File: config.mk
export PLATFORM = sky130hd
export DESIGN_NAME = kpt_div_cell
export DESIGN_NICKNAME = d
export VERILOG_FILES = /design/src/rtl/kpt_pkg.sv /design/src/rtl/kpt_div_cell.sv
export SDC_FILE = /design/constraint.sdc
export NUM_CORES = 1
export LEC_CHECK = 0
export BUFFER_PORTS_ARGS = -buffer_cell sky130_fd_sc_hd__buf_2
export CORE_AREA = 2 2 209 211
export DETAILED_ROUTE_END_ITERATION = 7
export DIE_AREA = 0 0 211 213
export PLACE_DENSITY = 0.71
export SYNTH_ARGS = -nofsm -noshare
export SYNTH_HDL_FRONTEND = slang
export SYNTH_SLANG_ARGS = --single-unit
File: constraint.sdc
create_clock -name clk_i -period 1 [get_ports clk_i]
set_input_delay 0.1 -clock clk_i [delete_from_list [all_inputs] [get_ports clk_i]]
set_output_delay 0.1 -clock clk_i [all_outputs]
set_load 0.005 [all_outputs]
File: src/rtl/kpt_pkg.sv
`timescale 1ns / 1ps
package kpt_pkg;

  localparam int FracBits    = 16;
  localparam int PointW      = FracBits + 1;
  localparam int SlopeW      = FracBits + 5;
  localparam int DegW        = 4;
  localparam int MaxDegree   = 15;
  localparam int NumPowCells = MaxDegree + 1;
  localparam int NW          = 5;              // holds n = d+1 and the step count
  localparam int MantW       = 32;             // normalized power mantissa
  localparam int SumW        = MantW + 1;
  localparam int ProdW       = 2 * MantW;
  localparam int DsqW        = 2 * SumW - MantW;
  localparam int NprodW      = NW + ProdW - MantW;
  localparam int QW          = SlopeW + 1;     // slope quotient plus one rounding bit
  localparam int DivW        = 56;

  localparam logic [PointW-1:0] One      = PointW'(1) << FracBits;
  localparam logic [SlopeW-1:0] SlopeMax = SlopeW'(16) << FracBits;

  typedef struct packed {
    logic              valid;
    logic [PointW-1:0] a;
    logic [PointW-1:0] b;
    logic [NW-1:0]     n;
    logic [NW-1:0]     k;
    logic [MantW-1:0]  pa;
    logic [MantW-1:0]  pb;
    logic [MantW-1:0]  pda;
    logic [MantW-1:0]  pdb;
    logic              big_shift;
  } pow_t;

  typedef struct packed {
    logic [DivW-1:0] rem;
    logic [DivW-1:0] dvs;
    logic [QW-1:0]   quo;
  } lane_t;

  typedef struct packed {
    logic  valid;
    logic  sat;
    lane_t map;
    lane_t slp;
  } div_stage_t;

  // one restoring step, divisor walks right by one bit
  function automatic lane_t div_step(lane_t l);
    lane_t r;
    r = l;
    if (l.rem >= l.dvs) begin
      r.rem = l.rem - l.dvs;
      r.quo = {l.quo[QW-2:0], 1'b1};
    end else begin
      r.quo = {l.quo[QW-2:0], 1'b0};
    end
    r.dvs = l.dvs >> 1;
    return r;
  endfunction

endpackage

File: src/rtl/kpt_div_cell.sv
`timescale 1ns / 1ps
module kpt_div_cell import kpt_pkg::*; (
  input  logic       clk_i,
  input  logic       rst_ni,
  input  logic       en_i,
  input  div_stage_t stage_i,
  output div_stage_t stage_o
);

  div_stage_t stage_q;

  always_ff @(posedge clk_i or negedge rst_ni) begin
    if (!rst_ni) begin
      stage_q <= '0;
    end else if (en_i) begin
      stage_q.valid <= stage_i.valid;
      stage_q.sat   <= stage_i.sat;
      stage_q.map   <= div_step(stage_i.map);
      stage_q.slp   <= div_step(stage_i.slp);
    end
  end

  assign stage_o = stage_q;

endmodule

# Word-level counts from Yosys, hierarchy flattened
# Index checks and enable logic that the tools add are counted.
# totals
inputBits,273
reg_bits,268
# classes
addsub,2
mux,4
order_cmp,2
# op_table
cell,count
greater-or-equal comparator 56 bit,2
two-way mux 56 bit,2
subtractor 56 bit,2
two-way mux 1 bit,2

# Longest topological paths before layout
# depth
ltp_word,2
ltp_mapped,16
depth_no_buf,14

# Least setup slack after synthesis
# OpenSTA, ideal clock, no wires.
# synth_timing
path_type,input -> register
startpoint,in stage_i[212] (netlist bit)
endpoint,reg stage_q (netlist bit stage_o[259])
arrival_time_ns,2.785
cell_stages,15
path_slack_ns,-1.916
t_required_ns,0.869
setup_ns,0.131
path_cell_list,inv_1 > ha_1 > fa_1 > nor2b_1 > o31a_1 > o31ai_1 > a21o_1 > a211oi_2 > nor2b_1 > o21a_1 > o21a_1 > o21ai_2 > buf_2 > o2bb2ai_1 > or3_1
# synth_via
elab_chain_cells,2
word_cells_on_any_way,3
classes_between,add/sub: 1; order compare: 1; mux: 1
# synth_lines
element,line_no,text
start: declaration,kpt_div_cell.sv:6,"input div_stage_t stage_i,"
subtractor 56 bit / greater-or-equal comparator 56 bit (equally long branches),"kpt_pkg.sv:53, kpt_pkg.sv:52",
two-way mux 56 bit (*),kpt_pkg.sv:52,if (l.rem >= l.dvs) begin
end: declaration,kpt_div_cell.sv:10,div_stage_t stage_q;
# Mark *: on every way between the ends. The rest lies on a longest branch, timed or not.
# A chain may end at the register's enable or synchronous reset.

# Worst setup path after layout
# layout_timing
startpoint,in stage_i[24] (netlist bit)
endpoint,reg stage_q (netlist bit stage_o[95])
# The elaborated chain is that of the path after synthesis.

==> results.py <==
metrics = {
    "routing": {
        "postRouteWirelength_mm": 97.8,
        "viasPerCell": 5.97,
        "antenna_left": 0,
        "wl_per_cell_microns": 24.2,
        "drc": 0,
        "num_vias": 24100,
        "drt_pass1_iterations": 6,
        "drt_iter0_markers": 2525,
    },
    "finish": {
        "largest_register_ffs": 268,
        "area_growth_pct": 82.3,
        "final-seq-area_sq_mm": 0.00671,
        "fillerInstances": 2431,
        "drive_above_1_share": 0.496,
        "final_util": 0.756,
        "nNetsFinal": 3849,
        "multi_input_area_sq_mm": 0.0115,
        "fin_area_sq_mm": 0.0323,
    },
    "place": {
        "postPlaceCellArea_sq_mm": 0.0252,
        "port-buffer-count": 538,
        "routabilityCongestion": 0.943,
        "dp_slack_ps": -2510,
        "place_hpwl_mm": 54.0,
    },
    "timing": {
        "slew_headroom": 0.612,
        "final_hold_viol_count": 0,
        "maxSlewViolCount": 0,
        "rsz0062_at_grt": "yes",
        "fmax_mhz": 327,
        "finalCriticalPeriod_ps": 3060,
        "tightest_slew_ps": 576,
        "period_share": 3.06,
        "setup_slack_ps": -2060,
        "final-setup-viol-count": 401,
        "skew_ps": 0,
        "whs_ps": 16.7,
    },
    "synth": {
        "synth_most_common_cell": "dfrtp_1",
        "async_flop_share": 1.00,
        "synth-main-ff-cell": "dfrtp_1",
        "synth_edf_count": 0,
        "ys_top_cells_by_area": "dfrtp_1 38%, mux2_2 10%, ha_1 7.9%",
        "ys_seq_area_frac": 0.379,
        "netlist_instances": 1986,
        "netlist_area_sq_mm": 0.0177,
        "syn_area_per_cell_sq_um": 8.92,
        "synthDominantCellAreaShare": 0.379,
        "ys_warn_count": 0,
        "synth_commonest_cells": "268 x dfrtp_1, 215 x a21oi_1, 191 x nand2_1",
        "ys_ff_latch": 268,
        "yosysUniqueCellTypes": 69,
        "yosysTopAreaCell": "dfrtp_1",
    },
    "worst_setup_path": {
        "setup.worst_path.start_class": "input port",
        "crit_path_end_kind": "flop",
        "path_max_fanout": 9,
        "required_ps": 1440,
        "critPathKind": "input port to flop",
        "crit_arrival_ps": 3500,
    },
    "global_routing": {
        "grt_pass1_wl_mm": 127,
        "antenna_found_initial": 21,
        "grt_max_degree": 49,
        "grt_pass1_vias": 23700,
        "grt_usage": 0.358,
        "grt_overflow": 0,
    },
    "floorplan": {
        "chipHeight_microns": 213,
        "coreArea_sq_mm": 0.0427,
        "ios": 543,
        "die_w_microns": 211,
        "die-area_sq_mm": 0.0449,
        "initial_utilization": 0.415,
        "placementRows": 76,
    },
    "cts": {
        "htreeDepth": 1,
        "cts_tree": "done",
        "cts_sinks": 268,
        "path_clk_slew_ps": 70,
        "cts_buffer_depth": 3,
        "clk_latency_ps": 610,
        "cts_buffers": 30,
        "cts-root-buf": "clkbuf_16",
    },
    "power_and_ir_drop": {
        "p_per_area_mw_per_mm2": 1370,
        "peakVddDrop_v": 0.00131,
        "leakage_nw": 16.2,
    },
    "run_status": {
        "status": "finished, violations left",
        "violations": "negative setup slack",
    },
    "min_path": {
        "min_path_type": "input port to flop",
    },
    "run": {
        "maxCapViolCount": 0,
    },
}
==> report_power, final <==
part | total, W | switching, W | internal, W
sequential | 0.0134 | 0.00111 | 0.0123
combinational | 0.0191 | 0.00940 | 0.00971
clock | 0.0118 | 0.00509 | 0.00670
==> worst max-delay path, stage by stage <==
cell and delay (ps):
buf_2 110, inv_2 140, ha_4 250, nor2b_4 130, o21a_1 190, o21ai_2 200, a31oi_2 140, a211o_1 390
a222oi_1 300, buf_4 190, nand3_4 70, a221oi_4 250, buf_6 170, buf_12 130, buf_16 140, nor2_1 60
a21oi_2 370, a21oi_2 150
==> stage by stage <==
stage / cells / setup TNS [ps] / power (W)
6_report: 4037 / -251810 / 0.0443
5_1_grt: 4033 / -267600 / 0.0455
3_5_place_dp: 3488 / -276350 / 0.0264
4_1_cts: 3931 / -228130 / 0.0407
3_3_place_gp: 3488 / -264330 / 0.0260
2_1_floorplan: 1987 / -198560 / 0.0196
==> per-layer routing <==
layer / track usage / vias up / wire length (microns)
met2: 0.622 / 2002 / 45900
li1: - / 9972 / -
met3: 0.0819 / 699 / 9950
met5: 0 / - / 144
met1: 0.390 / 11400 / 33300
met4: 0.245 / 22 / 8500
==> worst paths after layout <==
check                            startpoint           end  slack, ps  cells past startpoint
min in group asynchronous            rst_ni  stage_o[193]         80                      3
worst min register to register  stage_o[72]   stage_o[72]        500                      1
worst max-delay path            stage_i[24]   stage_o[95]      -2060                     18
worst min-delay path            stage_i[22]   stage_o[78]         20                      5
max in group asynchronous            rst_ni  stage_o[107]        380                      4
worst max register to register  stage_o[98]   stage_o[98]       -210                      3
==> layout by cell type, fill, tap and decap left out, types with 47 or more instances in the layout <==
cell type      instances
a21oi_1              151
buf_2                510
dfrtp_1              267
buf_4                678
nor2_1               166
nand2_1              141
xnor2_1               50
dlygate4sd3_1        265
mux2_2               155
o21ai_0               49
a21o_1                66
inv_1                136
buf_6                 47
ha_1                 100
a21oi_2               59
==> final cells by class <==
class | instances | area share
repair buffers | 1553 | 0.367
clock inverters | 12 | 0.00550
clock buffers | 37 | 0.0250
diodes | 12 | 0.000930
multi-input cells | 1465 | 0.355
well taps | 546 | 0.0212
flip-flops and latches | 268 | 0.208
inverters | 144 | 0.0177
==> logic make-up (layout without fill, tap and decap cells) <==
kind of cell | count (synthesis) | after routing | share of synthesized area
buf+inv | 255 | 1746 | 0.0574
fa+ha+maj | 114 | 114 | 0.0814
mux | 175 | 175 | 0.110
xor+xnor | 90 | 90 | 0.0445
other cells | 1 | 14 | 0.000212
flops | 268 | 268 | 0.379
compound gates | 531 | 532 | 0.187
simple gates | 552 | 552 | 0.141
==> what timing repair did <==
item,in CTS,in global routing
gates resized for setup,210,159
gates cloned,9,0
setup buffers,123,100
setup endpoints to repair,382,383
endpoints found under the hold margin,531,0
pin swaps,103,73
hold buffers,266,0
(Power assumes the default switching activity.)
