[src/rtl/kpt_pkg.sv]
`timescale 1ns / 1ps
package kpt_pkg;

  localparam int FracBits    = 16;
  localparam int PointW      = FracBits + 1;
  localparam int SlopeW      = FracBits + 5;
  localparam int DegW        = 4;
  localparam int MaxDegree   = 15;
  localparam int NumPowCells = MaxDegree + 1;
  localparam int NW          = 5;              // holds n = d+1 and the step count
  localparam int MantW       = 32;             // normalized power mantissa
  localparam int SumW        = MantW + 1;
  localparam int ProdW       = 2 * MantW;
  localparam int DsqW        = 2 * SumW - MantW;
  localparam int NprodW      = NW + ProdW - MantW;
  localparam int QW          = SlopeW + 1;     // slope quotient plus one rounding bit
  localparam int DivW        = 56;

  localparam logic [PointW-1:0] One      = PointW'(1) << FracBits;
  localparam logic [SlopeW-1:0] SlopeMax = SlopeW'(16) << FracBits;

  typedef struct packed {
    logic              valid;
    logic [PointW-1:0] a;
    logic [PointW-1:0] b;
    logic [NW-1:0]     n;
    logic [NW-1:0]     k;
    logic [MantW-1:0]  pa;
    logic [MantW-1:0]  pb;
    logic [MantW-1:0]  pda;
    logic [MantW-1:0]  pdb;
    logic              big_shift;
  } pow_t;

  typedef struct packed {
    logic [DivW-1:0] rem;
    logic [DivW-1:0] dvs;
    logic [QW-1:0]   quo;
  } lane_t;

  typedef struct packed {
    logic  valid;
    logic  sat;
    lane_t map;
    lane_t slp;
  } div_stage_t;

  // one restoring step, divisor walks right by one bit
  function automatic lane_t div_step(lane_t l);
    lane_t r;
    r = l;
    if (l.rem >= l.dvs) begin
      r.rem = l.rem - l.dvs;
      r.quo = {l.quo[QW-2:0], 1'b1};
    end else begin
      r.quo = {l.quo[QW-2:0], 1'b0};
    end
    r.dvs = l.dvs >> 1;
    return r;
  endfunction

endpackage

[src/rtl/kpt_pow_cell.sv]
`timescale 1ns / 1ps
module kpt_pow_cell import kpt_pkg::*; (
  input  logic clk_i,
  input  logic rst_ni,
  input  logic en_i,
  input  pow_t cell_i,
  output pow_t cell_o
);

  localparam int MulW = MantW + PointW;

  logic [MulW-1:0] prod_a, prod_b;
  logic            hi;
  pow_t            cell_d, cell_q;

  always_comb begin
    prod_a = MulW'(cell_i.pa) * MulW'(cell_i.a);
    prod_b = MulW'(cell_i.pb) * MulW'(cell_i.b);
    // larger product lies in [2^(MulW-3), 2^(MulW-1))
    hi     = prod_a[MulW-2] | prod_b[MulW-2];
    cell_d = cell_i;
    cell_d.k = cell_i.k + NW'(1);
    if (cell_i.k <= cell_i.n) begin
      cell_d.pa = hi ? MantW'(prod_a >> FracBits) : MantW'(prod_a >> (FracBits - 1));
      cell_d.pb = hi ? MantW'(prod_b >> FracBits) : MantW'(prod_b >> (FracBits - 1));
    end
    if (cell_i.k == cell_i.n) begin
      cell_d.pda       = cell_i.pa;
      cell_d.pdb       = cell_i.pb;
      cell_d.big_shift = hi;
    end
  end

  always_ff @(posedge clk_i or negedge rst_ni) begin
    if (!rst_ni) begin
      cell_q <= '0;
    end else if (en_i) begin
      cell_q <= cell_d;
    end
  end

  assign cell_o = cell_q;

endmodule

[config.mk]
export PLATFORM = sky130hd
export DESIGN_NAME = kpt_pow_cell
export DESIGN_NICKNAME = d
export VERILOG_FILES = /design/src/rtl/kpt_pkg.sv /design/src/rtl/kpt_pow_cell.sv
export SDC_FILE = /design/constraint.sdc
export NUM_CORES = 2
export LEC_CHECK = 0
export BUFFER_PORTS_ARGS = -buffer_cell sky130_fd_sc_hd__buf_2
export CAP_MARGIN = 40
export CORE_MARGIN = 4
export CORE_UTILIZATION = 45
export DETAILED_ROUTE_END_ITERATION = 7
export PLACE_DENSITY = 0.68
export SLEW_MARGIN = 20
export SYNTH_ARGS = -nofsm -noshare
export SYNTH_HDL_FRONTEND = slang
export SYNTH_SLANG_ARGS = --single-unit
[constraint.sdc]
create_clock -name clk_i -period 1.1 [get_ports clk_i]
set_clock_uncertainty 0.05 [all_clocks]
set_input_delay 0.165 -clock clk_i [delete_from_list [all_inputs] [get_ports clk_i]]
set_output_delay 0.165 -clock clk_i [all_outputs]
set_load 0.02 [all_outputs]
* Word level (Yosys, flattened, before mapping)
Cells that the tools add are included.
Storage, ports and cells: input port bits 177, output and inout bits 174, register bits 174
Operators by class: bitwise gates (word level) 1, multiplexer cells 4, multipliers 2, $add $sub $neg 1, eq/ne operators 1, magnitude comparators 1
Operators with widths (count):
- $mul A32 B17 Y48 | 2
- $mux W65 | 1
- $mux W32 | 2
- $mux W64 | 1
- $add A5 B1 Y5 const B | 1
- $eq A5 B5 Y1 | 1
- $le A5 B5 Y1 | 1
- $or A1 B1 Y1 | 1

* Logic depth before layout (Yosys ltp)
depth after elaboration 4, gate-level depth with buffers 30, mapped depth without buffers 25

* Worst setup path before layout
No wires, ideal clock.
path kind in2reg, start point input port cell_i[85] in the netlist's numbering, end point register cell_q (netlist bit cell_o[78]), arrival 6.576 ns, setup time 0.126 ns, cell stages on the path 28, setup slack -5.652 ns, cells stage by stage clkbuf_1 -> clkbuf_1 -> nand2_1 -> fa_1 -> inv_1 -> fa_1 -> inv_1 -> fa_1 -> inv_1 -> fa_1 -> fa_1 -> inv_1 -> fa_1 -> inv_1 -> ha_1 -> clkbuf_1 -> nand4_1 -> nor4_1 -> o211ai_1 -> a211oi_1 -> a41oi_1 -> xnor2_1 -> and2_1 -> buf_6 -> buf_6 -> buf_2 -> mux2i_1 -> nand3_1
On the way: cells in the longest elaborated chain, start to end 4
RTL lines:
- start, declared | line kpt_pow_cell.sv:6 | input pow_t cell_i,
- $mul A32 B17 Y48 * | line kpt_pow_cell.sv:18 | prod_b = MulW'(cell_i.pb) * MulW'(cell_i.b);
- $or A1 B1 Y1 | line kpt_pow_cell.sv:20 | hi = prod_a[MulW-2] | prod_b[MulW-2];
- $mux W32 * | line kpt_pow_cell.sv:25 | cell_d.pb = hi ? MantW'(prod_b >> FracBits) : MantW'(prod_b >> (FracBits - 1));
- $mux W64 * | line kpt_pow_cell.sv:23 | if (cell_i.k <= cell_i.n) begin
- end signal, assigned | line kpt_pow_cell.sv:38 | cell_q <= cell_d;
- end, declared | line kpt_pow_cell.sv:14 | pow_t cell_d, cell_q;
Mark *: on every way between the ends. The rest lies on a longest branch, timed or not. A chain may end at the register's enable or synchronous reset.

* Worst setup path after layout
start point input port cell_i[70] in the netlist's numbering, end point register cell_q (netlist bit cell_o[94])
Same word-level chain as after synthesis.

==> results.yml <==
outcome:
  outcome: "finished, violations left"
  violations: "setup timing"
route:
  drt-vias-per-instance: 5.308
  post_drt_wl_per_cell_um: 21.43
  ant_nets: 0
  routed-via-count: 37470
  wl_um: 151300
  drtPass1Iterations: 5
  drc: 0
  drt_iter0_drc: 3037
timing:
  fin_ws_ns: -5.259
  maxSlewHeadroom_pct: 50.05
  finalSetupViolations: 304
  min_period_over_period_pct: 578.1
  max_slew.worst_pin.slew_ns: 0.7439
  max_freq_ghz: 0.1572
  drv_slew: 0
  layout_min_cycle_time_ns: 6.359
  rsz0062_at_grt: "true"
  finalHoldViolCount: 0
  tns_ns: -400.96
global_routing:
  grt_pass1_wl_um: 229000
  grt_pass1_vias: 39840
  antenna_found_initial: 12
  grt_remaining_overflow: 0
  grtUsageTotal_pct: 30.39
  grt_max_degree: 46
hold_path:
  hold_class: "in2reg"
  whs_path_depth: 4
  hold_path.startpoint: "cell_i[130]"
  min_to: "cell_o[130]"
logic_synthesis:
  syn-instance-count: 4869
  synth_edf_count: 0
  synth.distinct_cells: 67
  synth_xor_area_share_pct: 1.475
  synth_area_per_cell_um2: 8.659
  async_flop_share_pct: 100.0
  synth_top_family_by_area: "adder cells"
  ys_seq_area_share_pct: 10.33
  syn_nets: 6178
  synthAdderAreaFrac_pct: 49.48
  synth-main-ff-cell: "dfrtp_1"
  ys_seq_elements: 174
  synthSimpleGateAreaFrac_pct: 16.05
  ys.warnings.count: 0
  muxShareOfSynthArea_pct: 3.039
  synth_compound_area_share_pct: 6.826
  syn-cell-area_um2: 42160
worst_setup_path:
  crit_path_start_kind: "input port"
  crit_type: "in2reg"
  reg2reg_to: "cell_o[76]"
  reg2reg_slack_ns: 0
  arrival_ns: 6.76
  cp-end-kind: "register"
  reg2regPathDepth: 2
  crit_required_ns: 1.50
  reg2reg_from: "cell_o[76]"
  worstPathMaxFanout: 6
clock_tree:
  clock-sinks: 174
  cts_max_path_buffers: 2
  root_buffer: "clkbuf_16"
  clock_latency_ns: 0.52
  tritoncts: "done"
  h-tree-depth: 4
  cts_inserted_buffers: 17
  clk_pin_slew_worst_paths_ns: 0.10
finish:
  fin_area_um2: 55830
  drive_gt1_share_pct: 25.34
  largest_reg_flops: 174
  final_cells: 7059
  fillCellCount: 7669
  final_nets: 7096
  syn_to_final_growth_pct: 32.42
placed_design:
  dpl_worst_slack_ns: -6.299
  placed_cell_area_um2: 49950
  dp.cells: 6813
  dp_hpwl_um: 119000
  io_buffer_count: 350
  gp_congestion: 0.9595
floorplanning:
  core.rowCount: 112
  core-area_um2: 93190
  die_h_um: 314.1
  ioPinCount: 351
  dieArea_um2: 98650
  fp.dieW_um: 314.1
  initial_core_util_pct: 45.24
job:
  max-cap-violations: 0
## metrics by stage
stage                     hold slack, ns  util, %
final                            0.04324    59.91
after global routing             0.03064    59.90
after CTS                       0.006753    57.87
after detailed placement        -0.01464    53.61
after global placement          -0.01604    53.61
after floorplan                  -0.1806        -
## worst max-delay path by stage
stage          slack (ns)        start  depth (start not counted)         end
3_5_place_dp        -6.30   cell_i[74]                         24  cell_o[94]
5_1_grt             -5.39   cell_i[70]                         25  cell_o[94]
3_3_place_gp        -6.27  cell_i[141]                         24  cell_o[94]
6_report            -5.26   cell_i[70]                         25  cell_o[94]
2_1_floorplan       -5.12   cell_i[70]                         27  cell_o[92]
4_1_cts             -5.20   cell_i[78]                         26  cell_o[94]
## worst max-delay path: stages
cell	delay [ns]
buf_12	0.11
buf_8	0.12
buf_6	0.11
and2_4	0.15
fa_1	0.54
fa_2	0.45
fa_2	0.60
fa_2	0.43
fa_1	0.52
inv_2	0.04
fa_1	0.55
inv_2	0.06
ha_4	0.27
nand4_1	0.19
nor4_4	0.36
o211ai_1	0.15
buf_4	0.18
a211oi_2	0.19
buf_4	0.18
a41oi_4	0.13
xnor2_4	0.27
and2_4	0.31
buf_6	0.15
mux2_4	0.30
o31ai_2	0.21
## Yosys cell counts (9+ instances only)
master	count	area (um2)
nand3_1	28	140.1
a21oi_1	193	965.9
a211oi_1	13	97.59
nor2b_1	18	112.6
nand2_1	825	3097
xor2_1	16	140.1
buf_1	13	48.80
o211ai_1	22	165.2
mux2i_1	77	770.7
mux2_2	43	484.2
and2_1	365	2283
fa_1	892	17860
a31oi_1	19	118.9
dfrtp_1	174	4354
o21bai_1	12	90.09
xnor2_1	55	481.7
nand4_1	19	118.9
a21o_1	37	277.8
nor2_1	143	536.8
and3_1	37	231.5
o21a_1	13	97.59
o21ai_0	87	435.4
inv_1	1123	4215
a211o_1	9	78.83
ha_1	240	3003
clkbuf_1	285	1070
o2bb2ai_1	9	78.83
## kinds of logic after synthesis
group	count (synthesis)
fa+ha+maj	1132
simple gates	1472
buf+inv	1430
mux	122
xor+xnor	71
compound gates	468
flops	174
## layer usage
layer  part of all wire (%)  global-route usage (%)  up-vias
met4                    5.4                   13.04        8
met2                     47                   48.82     1869
met5                  0.032                       0        -
met1                     38                   39.16    18940
li1                       -                       -    16230
met3                    9.8                   7.755      417
## layout by cell type (no fill, tap or decap), drive strengths merged, types with 8 or more instances in the layout
master,synthesis,routed
a31oi,19,19
ha,240,240
mux2,45,45
o21bai,12,12
a211oi,14,14
o21ai,89,89
fa,892,892
nand3,28,28
nor3,8,8
and2,365,367
nand4,19,19
o211ai,22,22
xor2,16,16
a21o,37,37
a211o,9,9
a21oi,193,193
nand2,825,825
xnor2,55,55
inv,1123,1132
and3,37,37
o31ai,8,8
clkbuf,285,26
mux2i,77,77
nor2b,18,18
o2bb2ai,9,9
nor2,143,143
dfrtp,174,174
o21a,13,13
dlygate4sd3,0,79
buf,22,1115
o22ai,8,8
## cell type report
cell class	instances	area, um2	area share [%]
antenna	5	12.51	0.02241
clock buffer	17	425.4	0.7620
clock inverter	15	205.2	0.3675
inverter	1123	4240	7.595
multi-input combinational	3267	33970	60.85
sequential	174	4378	7.842
tap	1254	1569	2.810
timing repair buffer	1204	11030	19.75
## repair_timing
item,in CTS,in global routing
cloned,9,2
hold endpoints to repair,251,2
setup buffers,70,65
resized for setup,517,401
hold buffers,80,1
setup endpoints to repair,302,306
pin swaps,118,119
Power is not shown: default switching activity piles up to over one toggle a cycle in this logic, so the estimate is an artifact.
